<file path="src/rtl/spq_pkg.sv">
// Shared types and constants for the stable priority queue.
// No dependencies; every other file of the block uses this package.
`default_nettype none

package spq_pkg;

  localparam int CAPACITY  = 16;
  localparam int PRIO_W    = 8;
  localparam int VALUE_W   = 32;
  localparam int FILL_W    = 5;

  typedef logic [PRIO_W-1:0]         prio_t;
  typedef logic signed [VALUE_W-1:0] value_t;
  typedef logic [FILL_W-1:0]         fill_t;

  // Transaction kind on the request channel
  typedef enum logic {
    MODE_PUT = 1'b0,
    MODE_GET = 1'b1
  } mode_t;

  // Response status codes
  typedef enum logic [1:0] {
    STAT_PUT_DONE  = 2'd0,
    STAT_GET_DONE  = 2'd1,
    STAT_GET_EMPTY = 2'd2,
    STAT_PUT_FULL  = 2'd3
  } status_t;

  // Datapath operation issued by the controller
  typedef enum logic [2:0] {
    OP_NONE,
    OP_PUT,
    OP_GET,
    OP_PUT_FULL,
    OP_GET_EMPTY
  } op_t;

  typedef enum logic [1:0] {
    ST_IDLE,
    ST_EXEC,
    ST_RESP
  } state_t;

  // Controller to datapath
  typedef struct packed {
    logic load;  // capture request payload
    op_t  op;    // operation to apply to the store and the response register
  } spq_cmd_t;

  // Datapath to controller
  typedef struct packed {
    mode_t mode;   // latched request kind
    logic  empty;
    logic  full;
  } spq_stat_t;

endpackage

`default_nettype wire

</file>
<file path="src/rtl/spq_req_if.sv">
// Request channel of the stable priority queue: valid/ready plus payload.
// Depends on spq_pkg for payload types.
`default_nettype none

interface spq_req_if;
  logic                valid;
  logic                ready;
  spq_pkg::mode_t      mode;
  spq_pkg::prio_t      priority_req;
  spq_pkg::value_t     value;

  modport source (output valid, output mode, output priority_req, output value,
                  input ready);
  modport sink   (input valid, input mode, input priority_req, input value,
                  output ready);
endinterface

`default_nettype wire

</file>
<file path="src/rtl/spq_rsp_if.sv">
// Response channel of the stable priority queue: valid/ready plus payload.
// Depends on spq_pkg for payload types.
`default_nettype none

interface spq_rsp_if;
  logic                valid;
  logic                ready;
  spq_pkg::status_t    status;
  spq_pkg::prio_t      out_priority;
  spq_pkg::value_t     out_value;
  spq_pkg::fill_t      fill;

  modport source (output valid, output status, output out_priority, output out_value,
                  output fill, input ready);
  modport sink   (input valid, input status, input out_priority, input out_value,
                  input fill, output ready);
endinterface

`default_nettype wire

</file>
<file path="src/rtl/spq_ctrl.sv">
// Controller of the stable priority queue: handshakes and operation select.
// Depends on spq_pkg.
`default_nettype none

module spq_ctrl (
  input  wire logic               clk,
  input  wire logic               rst,
  input  wire logic               req_valid,
  output logic                    req_ready,
  output logic                    rsp_valid,
  input  wire logic               rsp_ready,
  input  wire spq_pkg::spq_stat_t stat,
  output spq_pkg::spq_cmd_t       cmd
);
  import spq_pkg::*;

  state_t state;
  state_t state_next;

  always_ff @(posedge clk) begin
    if (rst) begin
      state <= ST_IDLE;
    end else begin
      state <= state_next;
    end
  end

  always_comb begin
    state_next = state;
    case (state)
      ST_IDLE: begin
        if (req_valid) state_next = ST_EXEC;
      end
      ST_EXEC: state_next = ST_RESP;
      ST_RESP: begin
        if (rsp_ready) state_next = ST_IDLE;
      end
      default: state_next = ST_IDLE;
    endcase
  end

  always_comb begin
    req_ready = 1'b0;
    rsp_valid = 1'b0;
    cmd.load  = 1'b0;
    cmd.op    = OP_NONE;
    case (state)
      ST_IDLE: begin
        req_ready = 1'b1;
        cmd.load  = req_valid;
      end
      ST_EXEC: begin
        // pick the operation from the latched kind and the store's status
        if (stat.mode == MODE_PUT) begin
          cmd.op = stat.full ? OP_PUT_FULL : OP_PUT;
        end else begin
          cmd.op = stat.empty ? OP_GET_EMPTY : OP_GET;
        end
      end
      ST_RESP: rsp_valid = 1'b1;
      default: ;
    endcase
  end

endmodule

`default_nettype wire

</file>
<file path="src/rtl/spq_dpath.sv">
// Datapath of the stable priority queue: request latch, sorted cell row,
// occupancy count and response register. Depends on spq_pkg.
`default_nettype none

module spq_dpath (
  input  wire logic              clk,
  input  wire logic              rst,
  input  wire spq_pkg::spq_cmd_t cmd,
  output spq_pkg::spq_stat_t     stat,
  input  wire spq_pkg::mode_t    mode,
  input  wire spq_pkg::prio_t    priority_req,
  input  wire spq_pkg::value_t   value,
  output spq_pkg::status_t       status,
  output spq_pkg::prio_t         out_priority,
  output spq_pkg::value_t        out_value,
  output spq_pkg::fill_t         fill
);
  import spq_pkg::*;

  mode_t  req_mode;
  prio_t  req_prio;
  value_t req_val;

  prio_t  cell_prio [CAPACITY];
  value_t cell_val  [CAPACITY];
  prio_t  cell_prio_next [CAPACITY];
  value_t cell_val_next  [CAPACITY];
  logic [CAPACITY-1:0] ge;   // cell holds an entry at or above the new priority

  fill_t  occupancy;
  fill_t  occupancy_next;

  // Latch request payload
  always_ff @(posedge clk) begin
    if (cmd.load) begin
      req_mode <= mode;
      req_prio <= priority_req;
      req_val  <= value;
    end
  end

  assign stat.mode  = req_mode;
  assign stat.empty = (occupancy == '0);
  assign stat.full  = (occupancy == FILL_W'(CAPACITY));

  // Per-cell compare; the row is sorted so ge is a prefix of valid cells
  always_comb begin
    for (int k = 0; k < CAPACITY; k++) begin
      ge[k] = (FILL_W'(k) < occupancy) && (cell_prio[k] >= req_prio);
    end
  end

  // Per-cell next value: hold, take the new entry, or shift
  always_comb begin
    for (int k = 0; k < CAPACITY; k++) begin
      cell_prio_next[k] = cell_prio[k];
      cell_val_next[k]  = cell_val[k];
    end
    occupancy_next = occupancy;
    case (cmd.op)
      OP_PUT: begin
        if (!ge[0]) begin
          cell_prio_next[0] = req_prio;
          cell_val_next[0]  = req_val;
        end
        for (int k = 1; k < CAPACITY; k++) begin
          if (!ge[k]) begin
            if (ge[k-1]) begin
              cell_prio_next[k] = req_prio;
              cell_val_next[k]  = req_val;
            end else begin
              cell_prio_next[k] = cell_prio[k-1];
              cell_val_next[k]  = cell_val[k-1];
            end
          end
        end
        occupancy_next = occupancy + fill_t'(1);
      end
      OP_GET: begin
        for (int k = 0; k < CAPACITY - 1; k++) begin
          cell_prio_next[k] = cell_prio[k+1];
          cell_val_next[k]  = cell_val[k+1];
        end
        occupancy_next = occupancy - fill_t'(1);
      end
      default: ;
    endcase
  end

  always_ff @(posedge clk) begin
    for (int k = 0; k < CAPACITY; k++) begin
      cell_prio[k] <= cell_prio_next[k];
      cell_val[k]  <= cell_val_next[k];
    end
  end

  always_ff @(posedge clk) begin
    if (rst) begin
      occupancy <= '0;
    end else begin
      occupancy <= occupancy_next;
    end
  end

  // Response register, loaded when the operation executes
  always_ff @(posedge clk) begin
    if (cmd.op != OP_NONE) begin
      out_priority <= '0;
      out_value    <= '0;
      fill         <= occupancy_next;
      case (cmd.op)
        OP_PUT:       status <= STAT_PUT_DONE;
        OP_PUT_FULL:  status <= STAT_PUT_FULL;
        OP_GET_EMPTY: status <= STAT_GET_EMPTY;
        OP_GET: begin
          status       <= STAT_GET_DONE;
          out_priority <= cell_prio[0];
          out_value    <= cell_val[0];
        end
        default:      status <= STAT_PUT_DONE;
      endcase
    end
  end

endmodule

`default_nettype wire

</file>
<file path="src/rtl/stable_priority_queue_top.sv">
// Top level of the stable priority queue: controller plus datapath.
// Depends on spq_pkg, spq_req_if, spq_rsp_if, spq_ctrl and spq_dpath.
`default_nettype none

// Stable priority queue of CAPACITY (16) entries, each an 8-bit priority and
// a 32-bit signed value, kept sorted in a row of registers with the front
// entry in cell zero. A put (mode 0) lands behind every stored entry of equal
// or higher priority, so higher priorities leave first and equal priorities
// leave in arrival order; a put into a full store is dropped with status 3.
// A get (mode 1) removes and returns the front entry, or reports status 2 on
// an empty store. Every request transaction yields exactly one response
// transaction carrying the status, the removed entry (zero unless a get
// succeeded) and the fill level after the operation. Each cell compares its
// priority with the new one and shifts in parallel, so the whole row is updated
// at once. Sequence: a request is taken in the idle state, applied to the cell
// row on the next cycle, and its response is offered on the cycle after that,
// held until taken; the next request is taken the cycle after the response
// leaves. Nothing needs clearing after reset: only occupied cells are ever
// read.
module stable_priority_queue_top (
  input wire logic clk,
  input wire logic rst,
  spq_req_if.sink  req,
  spq_rsp_if.source rsp
);
  import spq_pkg::*;

  spq_cmd_t  cmd;
  spq_stat_t stat;

  // Sequence handshakes and choose the operation
  spq_ctrl u_ctrl (
    .clk       (clk),
    .rst       (rst),
    .req_valid (req.valid),
    .req_ready (req.ready),
    .rsp_valid (rsp.valid),
    .rsp_ready (rsp.ready),
    .stat      (stat),
    .cmd       (cmd)
  );

  // Hold the sorted entries and build the response
  spq_dpath u_dpath (
    .clk          (clk),
    .rst          (rst),
    .cmd          (cmd),
    .stat         (stat),
    .mode         (req.mode),
    .priority_req (req.priority_req),
    .value        (req.value),
    .status       (rsp.status),
    .out_priority (rsp.out_priority),
    .out_value    (rsp.out_value),
    .fill         (rsp.fill)
  );

endmodule

`default_nettype wire

</file>
<file path="src/flat_wrapper.sv">
// flat-port wrapper written by rule: the top's interface ports become plain ports
module stable_priority_queue_top_flat import spq_pkg::*;
  (clk, rst, req_valid, req_mode, req_priority_req, req_value, req_ready, rsp_valid, rsp_status, rsp_out_priority, rsp_out_value, rsp_fill, rsp_ready);
  spq_req_if req_i ();
  spq_rsp_if rsp_i ();
  input wire logic clk;
  input wire logic rst;
  input wire logic [$bits(req_i.valid)-1:0] req_valid;
  input wire logic [$bits(req_i.mode)-1:0] req_mode;
  input wire logic [$bits(req_i.priority_req)-1:0] req_priority_req;
  input wire logic [$bits(req_i.value)-1:0] req_value;
  output wire logic [$bits(req_i.ready)-1:0] req_ready;
  output wire logic [$bits(rsp_i.valid)-1:0] rsp_valid;
  output wire logic [$bits(rsp_i.status)-1:0] rsp_status;
  output wire logic [$bits(rsp_i.out_priority)-1:0] rsp_out_priority;
  output wire logic [$bits(rsp_i.out_value)-1:0] rsp_out_value;
  output wire logic [$bits(rsp_i.fill)-1:0] rsp_fill;
  input wire logic [$bits(rsp_i.ready)-1:0] rsp_ready;
  assign req_i.valid = req_valid;
  assign req_i.mode = req_mode;
  assign req_i.priority_req = req_priority_req;
  assign req_i.value = req_value;
  assign req_ready = req_i.ready;
  assign rsp_valid = rsp_i.valid;
  assign rsp_status = rsp_i.status;
  assign rsp_out_priority = rsp_i.out_priority;
  assign rsp_out_value = rsp_i.out_value;
  assign rsp_fill = rsp_i.fill;
  assign rsp_i.ready = rsp_ready;
  stable_priority_queue_top u_core (.clk(clk), .rst(rst), .req(req_i), .rsp(rsp_i));
endmodule
</file>
<file path="config.mk">
export PLATFORM = sky130hd
export DESIGN_NAME = stable_priority_queue_top_flat
export DESIGN_NICKNAME = d
export VERILOG_FILES = /design/src/rtl/spq_pkg.sv /design/src/rtl/spq_req_if.sv /design/src/rtl/spq_rsp_if.sv /design/src/rtl/spq_ctrl.sv /design/src/rtl/spq_dpath.sv /design/src/rtl/stable_priority_queue_top.sv /design/src/flat_wrapper.sv
export SDC_FILE = /design/constraint.sdc
export NUM_CORES = 1
export LEC_CHECK = 0
export BUFFER_PORTS_ARGS = -buffer_cell sky130_fd_sc_hd__buf_4
export CAP_MARGIN = 25
export CORE_UTILIZATION = 37
export DETAILED_ROUTE_END_ITERATION = 10
export GPL_TIMING_DRIVEN = 0
export PLACE_DENSITY_LB_ADDON = 0.2
export SLEW_MARGIN = 20
export SYNTH_ARGS = -nofsm -noshare
export SYNTH_HDL_FRONTEND = slang
export SYNTH_SLANG_ARGS = --single-unit
export TNS_END_PERCENT = 100
</file>
<file path="constraint.sdc">
create_clock -name clk -period 7.9 [get_ports clk]
set_input_delay 1.185 -clock clk [delete_from_list [all_inputs] [get_ports clk]]
set_output_delay 1.185 -clock clk [all_outputs]
set_load 0.01 [all_outputs]
</file>
## Word level (Yosys, flattened, before mapping)

Memory sizes are Yosys's and may differ from the RTL's.
Index checks and enable logic that the tools add are counted.

- Memories kept: 2
- Register bits after elaboration: 95
- Bits in writable memories: 640

- Add/sub/neg operators: 2
- Order comparisons: 32
- Multiplexer cells: 78
- Equal/unequal tests: 9
- Reduce and logical (&&, ||, !) cells: 20

Memory list:

| name | depth | width | rd ports | clocked after memory_dff | write ports | line | RTL |
|---|---|---|---|---|---|---|---|
| u_core.u_dpath.cell_val | 16 | 32 | 16 | 0 | 16 | spq_dpath.sv:25 | `value_t cell_val [CAPACITY];` |
| u_core.u_dpath.cell_prio | 16 | 8 | 16 | 0 | 16 | spq_dpath.sv:24 | `prio_t cell_prio [CAPACITY];` |

Operators with widths:

| kind | number |
|---|---|
| 32-bit 2-to-1 mux | 32 |
| 480-bit case mux with 2 select lines | 1 |
| 8-bit 2-to-1 mux | 32 |
| 120-bit case mux with 2 select lines | 1 |
| 8-bit >= comparator | 16 |
| 4-bit by 5-bit less-than comparator with 1-bit output (first input constant) | 8 |
| 3-bit by 5-bit less-than comparator with 1-bit output (first input constant) | 4 |
| 1-bit logical AND | 16 |
| 2-bit case mux with 3 select lines | 2 |
| 1-bit by 5-bit less-than comparator with 1-bit output (first input constant) | 2 |
| 2-bit by 5-bit less-than comparator with 1-bit output (first input constant) | 2 |
| 5-bit case mux with 2 select lines | 1 |
| 3-bit 2-to-1 mux | 3 |
| 3-bit by 2-bit == test with 1-bit output (second input constant) | 2 |
| 2-bit 2-to-1 mux | 3 |
| 5-bit by 1-bit adder with 5-bit output (second input constant) | 1 |
| 5-bit == test (second input constant) | 1 |
| 5-bit zero test | 1 |
| 5-bit by 1-bit subtractor with 5-bit output (second input constant) | 1 |
| 2-bit != test (second input constant) | 2 |
| 3-bit by 1-bit == test with 1-bit output (second input constant) | 1 |
| 3-bit == test (second input constant) | 1 |
| 1-bit 2-to-1 mux | 3 |
| 3-bit nonzero test | 1 |
| other kinds (4) | 4 |

## Depth between registers and ports, before layout

Gate-level depths: netlist of run 1.

- Depth in word-level cells: 6
- Mapped depth: 12
- Mapped depth without buffers: 7

## Modules after synthesis

From an unflattened synthesis of run 1, not the netlist that was laid out.

- Cells, all modules: 3245
- Area, all modules: 38498.2 µm²

Modules (own cells, without submodules):

| module | times used | sequential area each (µm²) | area each (µm²) | cells an instance |
|---|---|---|---|---|
| spq_dpath | 1 | 21961.1 | 38378.1 | 3230 |
| spq_ctrl | 1 | 40.0 | 120.1 | 15 |

## Worst setup path after synthesis of run 1

No wires, ideal clock.

- Path kind: register to register
- Start: register u_core.u_ctrl.state[1] (netlist name)
- End: memory u_core.u_dpath.cell_prio[0][0] (netlist bit), enable pin
- Arrival time: 5.016 ns
- Required time: 7.407 ns
- Clock period less this slack: 5.509 ns
- Buffers on the path: 2
- Path slack: 2.391 ns
- Library setup time: 0.493 ns
- Stages on the path, launching flop included: 7
- Cell sequence: dfxtp_1 -> nand2b_1 -> buf_6 -> inv_1 -> nand3_1 -> clkbuf_1 -> o21ai_0

RTL lines:

| what | line |
|---|---|
| end: declaration | spq_dpath.sv:24 |

==> results_dict.tcl, run 1 <==
set metrics [dict create \
    grt_pass1_wl_mm 169 \
    initial_core_util 0.373 \
    fmax_mhz 224 \
    clockBufferDepth 3 \
    cts.clk_slew.worst_paths_ns 0.06 \
    hold_buffers 0 \
    drtAntennaViolNets 0 \
    drv_slew 0 \
    fin_util 0.427 \
    p_comb_frac 0.125 \
    grt_start_max_net_pins 38 \
    gp_congestion 0.851 \
    avgSynthCellArea_um2 11.8 \
    fillCellCount 10200 \
    worst_pin_slew_ns 0.995 \
    post_cts.repair.setup_buffers 0 \
    via_count 27800 \
    drive_above_1_share 0.136 \
    dp_hpwl_mm 90.1 \
    crit_fanout 23 \
    grt_pass1_vias 28500 \
    power_leakage_nw 17.5 \
    first_iter_violations 2295 \
    syn-num-nets 3501 \
    violations "DRC" \
    drc_errors 26 \
    dieArea_mm2 0.108 \
    outcome "finished with violations" \
    holdCritPathClass "reg -> reg" \
    antenna_found_initial 2 \
    area.growth.synth_to_final_pct 14.4 \
    setup_violations 0 \
    p_switching_mw 2.48 \
    synth-main-ff-cell "edfxtp_1" \
    syn_area_mm2 0.0394 \
    final_common_cell "edfxtp_1" \
    grt-ovfl-total 0 \
    period_share 0.565 \
    cts_resized 0 \
    async_flop_share 0 \
    antenna_cells 0 \
    cts_made_buffers 87 \
    drt-pass1-iter-count 8 \
    synth_edf_count 728 \
    rsz0062_at_grt "no" \
    path_class "reg -> reg" \
    design_area_mm2 0.0450 \
    ys_types 46 \
    cts-root-buf "clkbuf_16" \
    hold_viol 0 \
    io_pins 94 \
    skew_ns 0.0184 \
    cp.required_ns 8.25 \
    fp.dieW_um 328 \
    place_area_mm2 0.0424 \
    slew_headroom 0.337 \
    io_buffers 93 \
    drt-vias-per-instance 5.57 \
    cap_violations 0 \
    seq_area_frac_synth 0.559 \
    synth_cells 3324 \
    grt.total_usage 0.204 \
    p_seq_frac 0.484 \
    h-tree-depth 3 \
    switching_share 0.259 \
    cts_num_sinks 735 \
    clk_latency_ns 0.66 \
    power_density_mw_per_mm2 213 \
    synth-seq-cells 735 \
    totalWireLength_mm 111 \
    cellInternalPower_mw 7.12 \
    total_power_mw 9.60 \
    tns_ns 0 \
    synth_warnings 0 \
    tritoncts "done" \
    start_kind "flip-flop" \
    setup.worst_path.end_class "flip-flop" \
    die_h_um 328 \
    mostFrequentLayoutCells "edfxtp_1, a221o_1, nand2_1, a21oi_1, clkbuf_1" \
    wl_per_cell_um 22.3 \
    coreArea_mm2 0.105 \
    row_count 119 \
    layout_min_cycle_time_ns 4.46 \
    worst-endpoint-arrival_ns 4.81 \
    pwr-share-clk 0.391 \
    ir_drop_mv 0.142 \
    nets 3701 \
]
state kept, by name, summed over array words and instances, names as in the netlist:
name                         count
u_core.u_dpath.status            2
u_core.u_dpath.req_prio          8
u_core.u_dpath.cell_val        512
u_core.u_dpath.req_mode          1
u_core.u_dpath.out_priority      8
u_core.u_dpath.req_val          32
u_core.u_dpath.occupancy         5
u_core.u_dpath.fill              5
u_core.u_dpath.out_value        32
u_core.u_dpath.cell_prio       128
u_core.u_ctrl.state              2
power by group through the flow:
stage | clock, mW | combinational (mW) | sequential (mW)
4_1_cts | 3.82 | 1.20 | 4.64
3_5_place_dp | 0 | 1.20 | 4.72
3_3_place_gp | 0 | 1.13 | 4.75
5_1_grt | 3.96 | 1.32 | 4.66
6_report | 3.76 | 1.20 | 4.65
2_1_floorplan | 0 | 0.816 | 4.70
Yosys cell counts (all sizes together) (3+ instances only):
cell,count,area (µm²)
nand2,522,1960
and3,41,257
a221o,559,5600
clkbuf,205,769
a21oi,519,2600
nand3,4,20.0
nor3,4,20.0
nor2,19,71.3
ha,132,1650
a221oi,14,123
o2111ai,14,123
nor2b,6,37.5
dfxtp,7,140
and2,99,687
or3,3,18.8
buf,199,1630
a211oi,15,113
nand2b,21,131
inv,28,105
a21o,60,450
a31oi,13,81.3
mux2,40,450
xnor2,3,26.3
edfxtp,728,21900
a211o,13,114
o21ai,38,190
critical path: stages (launching register included):
cell and delay [ns]:
dfxtp_1 0.59, inv_1 0.18, ha_1 0.28, nor4b_2 0.20
nor3_1 0.51, buf_2 0.48, buf_2 0.34, clkbuf_1 0.74
a21o_2 0.51, buf_12 0.25
stage by stage:
step / setup slack (ns) / hold WS (ns) / std cells
final: 3.44 / 0.543 / 4983
after global placement: -0.188 / 0.527 / 4808
after CTS: 3.44 / 0.549 / 4983
after global routing: 3.22 / 0.563 / 4983
after floorplan: 2.39 / 0.520 / 3324
after detailed placement: 3.47 / 0.530 / 4826
cells by family (layout without fill, tap and decap cells):
logic type,Yosys count,in the layout,synth area share
AOI/OAI and AO/OA,1256,1256,0.241
DFF,735,735,0.559
muxes,40,40,0.0114
adders and majority gates,132,132,0.0420
and+or+nand+nor,725,725,0.0826
buffers and inverters,432,700,0.0635
xor gates and xnor gates,4,4,0.000890
final timing paths:
kind,start,to,slack [ns],depth (start not counted)
setup / recovery,u_core.u_dpath.occupancy[0]$_SDFF_PP0_,u_core.u_dpath.cell_val[1][210]$_DFFE_PP_,3.44,9
hold / removal,u_core.u_dpath.cell_val[1][245]$_DFFE_PP_,u_core.u_dpath.cell_val[1][213]$_DFFE_PP_,0.54,1
setup reg to reg,u_core.u_dpath.occupancy[0]$_SDFF_PP0_,u_core.u_dpath.cell_val[1][210]$_DFFE_PP_,3.44,9
hold reg to reg,u_core.u_dpath.cell_val[1][245]$_DFFE_PP_,u_core.u_dpath.cell_val[1][213]$_DFFE_PP_,0.54,1
layer usage:
| layer | GRT usage | routed length, µm | vias to the layer above |
|---|---|---|---|
| met5 | 0 | 0 | - |
| li1 | - | - | 13600 |
| met4 | 0.0502 | 2320 | 0 |
| met2 | 0.333 | 50900 | 783 |
| met1 | 0.286 | 52200 | 13200 |
| met3 | 0.0275 | 5910 | 124 |
final cells by class:
| cell class | instances | area [µm²] | share of cell area |
|---|---|---|---|
| flip-flops and latches | 735 | 22000 | 0.488 |
| multi-input cells | 2157 | 15000 | 0.334 |
| plain buffers | 404 | 2400 | 0.0532 |
| clock buffers | 101 | 2230 | 0.0495 |
| well taps | 1391 | 1740 | 0.0386 |
| repair buffers | 111 | 1160 | 0.0258 |
| clock inverters | 56 | 383 | 0.00850 |
| inverters | 28 | 105 | 0.00233 |
No activity file was read; power rests on OpenSTA's default activity.
==> inputs of run 2 (changes only) <==
- ABC_AREA: not set -> 1
- clock period: 7.9 -> 4.58 ns (I/O delays scaled with it)
==> results_dict.tcl, run 2 <==
set metrics [dict create \
    outcome "complete, no violations" \
    syn_area_mm2 0.0421 \
    path_class "reg -> reg" \
    clk_latency_ns 0.65 \
    avgSynthCellArea_um2 7.99 \
    fillCellCount 11500 \
    seq_area_frac_synth 0.522 \
    grt.total_usage 0.209 \
    hold_viol 0 \
    syn-num-nets 5450 \
    mostFrequentLayoutCells "nand2_1, nand3_1, edfxtp_1, inv_1, clkbuf_1" \
    clockBufferDepth 3 \
    register_area_mm2 0.0220 \
    yosys.area.top_type "edfxtp_1" \
    die_h_um 339 \
    cts_resized 0 \
    largestRegisters "u_core.u_dpath.cell_val: 512 flops, u_core.u_dpath.cell_prio: 128 flops" \
    grt_start_max_net_pins 37 \
    start_kind "flip-flop" \
    multi_input_area_mm2 0.0163 \
    p_comb_frac 0.187 \
    drtAntennaViolNets 0 \
    cts_num_sinks 735 \
    fp.dieW_um 339 \
    grt-ovfl-total 0 \
    total_power_mw 18.1 \
    antenna_found_initial 4 \
    netlist.area_leader.share 0.519 \
    cap_violations 0 \
    crit_fanout 25 \
    via_count 33000 \
    setup.worst_path.end_class "flip-flop" \
    grt_pass1_wl_mm 187 \
    rsz0062_at_grt "no" \
    period_share 0.885 \
    synth_area_leaders "edfxtp_1, nand2_1, nand3_1" \
    drt-vias-per-instance 4.69 \
    synth-main-ff-cell "edfxtp_1" \
    wl_per_cell_um 17.4 \
    cts-root-buf "clkbuf_16" \
    hold_buffers 0 \
    ys_top_cells_by_count "nand2_1, nand3_1, edfxtp_1, inv_1, clkbuf_1" \
    nets 5653 \
    first_iter_violations 2416 \
    row_count 123 \
    power_density_mw_per_mm2 378 \
    final_common_cell "nand2_1" \
    synth_warnings 0 \
    largest-register "u_core.u_dpath.cell_val" \
    p_switching_mw 5.39 \
    holdCritPathClass "in -> reg" \
    cellInternalPower_mw 12.8 \
    wl_met1_mm 55.9 \
    tns_ns 0 \
    initial_core_util 0.374 \
    wl_met3_mm 5.69 \
    io_buffers 93 \
    coreArea_mm2 0.113 \
    worst_pin_slew_ns 1.09 \
    area.growth.synth_to_final_pct 14.0 \
    drv_slew 0 \
    tritoncts "done" \
    h-tree-depth 3 \
    switching_share 0.297 \
    dieArea_mm2 0.115 \
    hold_ws_ns 0.217 \
    layout_min_cycle_time_ns 4.05 \
    totalWireLength_mm 123 \
    synth_edf_count 728 \
    highest_layer "met4" \
    place_area_mm2 0.0455 \
    p_seq_frac 0.462 \
    io_pins 94 \
    largest_register_ffs 512 \
    grt_pass1_vias 32500 \
    synth_cells 5273 \
    power_leakage_nw 22.2 \
    setup_violations 0 \
    async_flop_share 0 \
    drc_errors 0 \
    place_ws_ns 0.522 \
    dp_hpwl_mm 100 \
    slew_headroom 0.266 \
    drive_above_1_share 0.0676 \
    gp_congestion 0.872 \
    pwr-share-clk 0.351 \
    synth-seq-cells 735 \
    ir_drop_mv 0.235 \
    worst-endpoint-arrival_ns 4.39 \
    cp.required_ns 4.92 \
    ys_types 30 \
    cts_made_buffers 83 \
    fmax_mhz 247 \
    post_cts.repair.setup_buffers 0 \
    yosysMostFrequentCell "nand2_1" \
    drt-pass1-iter-count 6 \
    wl_met2_mm 57.2 \
    design_area_mm2 0.0480 \
    skew_ns 0.0170 \
    finalWorstSetupSlack_ns 0.528 \
    cts.clk_slew.worst_paths_ns 0.06 \
]
[run 2: per-layer routing]
| layer | track usage | vias to the layer above |
|---|---|---|
| met5 | 0 | - |
| met1 | 0.282 | 14600 |
| met4 | 0.0694 | 0 |
| met3 | 0.0202 | 168 |
| li1 | - | 17500 |
| met2 | 0.351 | 706 |
[run 2: final timing paths]
check                                                                 end                                 start  depth (start not counted)  slack [ns]
worst min-delay path                 u_core.u_dpath.req_val[11]$_DFFE_PP_                         req_value[11]                          1        0.22
worst max-delay path            u_core.u_dpath.cell_val[1][107]$_DFFE_PP_  u_core.u_dpath.req_prio[3]$_DFFE_PP_                         10        0.53
worst max register to register  u_core.u_dpath.cell_val[1][107]$_DFFE_PP_  u_core.u_dpath.req_prio[3]$_DFFE_PP_                         10        0.53
worst min register to register        u_core.u_ctrl.state[0]$_SDFFE_PP0P_   u_core.u_ctrl.state[1]$_SDFFE_PP0P_                          1        0.49
[run 2: cells by family (layout without fill, tap and decap cells)]
group | count (synthesis) | count (layout) | synth area share
and+or+nand+nor | 3198 | 3198 | 0.320
buffers and inverters | 1043 | 1306 | 0.0968
DFF | 735 | 735 | 0.522
AOI/OAI and AO/OA | 162 | 162 | 0.0209
adders and majority gates | 132 | 132 | 0.0392
xor gates and xnor gates | 3 | 3 | 0.000624
other | 0 | 5 | 0
[run 2: layout make-up]
cell class / count / area share
Sequential cell: 735 / 0.458
Clock inverter: 43 / 0.00703
Multi-Input combinational cell: 3495 / 0.339
Timing Repair Buffer: 118 / 0.0262
Clock buffer: 102 / 0.0452
Antenna cell: 5 / 0.000260
Tap cell: 1500 / 0.0391
Inverter: 684 / 0.0534
Buffer: 359 / 0.0316
[run 2: power by group through the flow]
| stage | Sequential [mW] | Combinational (mW) | Clock (mW) |
|---|---|---|---|
| 6_report | 8.39 | 3.39 | 6.36 |
| 5_1_grt | 8.43 | 3.83 | 6.73 |
| 4_1_cts | 8.39 | 3.40 | 6.52 |
| 3_5_place_dp | 8.53 | 3.39 | 0 |
| 3_3_place_gp | 8.55 | 3.19 | 0 |
| 2_1_floorplan | 8.45 | 2.23 | 0 |
[run 2: per-stage QoR]
step,std cells,utilization
floorplan,5273,-
global placement,6866,0.398
detailed placement,6890,0.404
CTS,7035,0.426
global route,7036,0.426
finish,7041,0.426
[run 2: worst max-delay path, cell delays in order, from the launching register on]
cell and delay [ns]:
edfxtp_1 0.52, inv_1 0.36, clkbuf_2 0.67, ha_1 0.37, a21oi_1 0.15, nand2_1 0.10, nand2_1 0.07, nand2_1 0.23
clkbuf_1 0.32, a31oi_4 0.70, buf_16 0.24
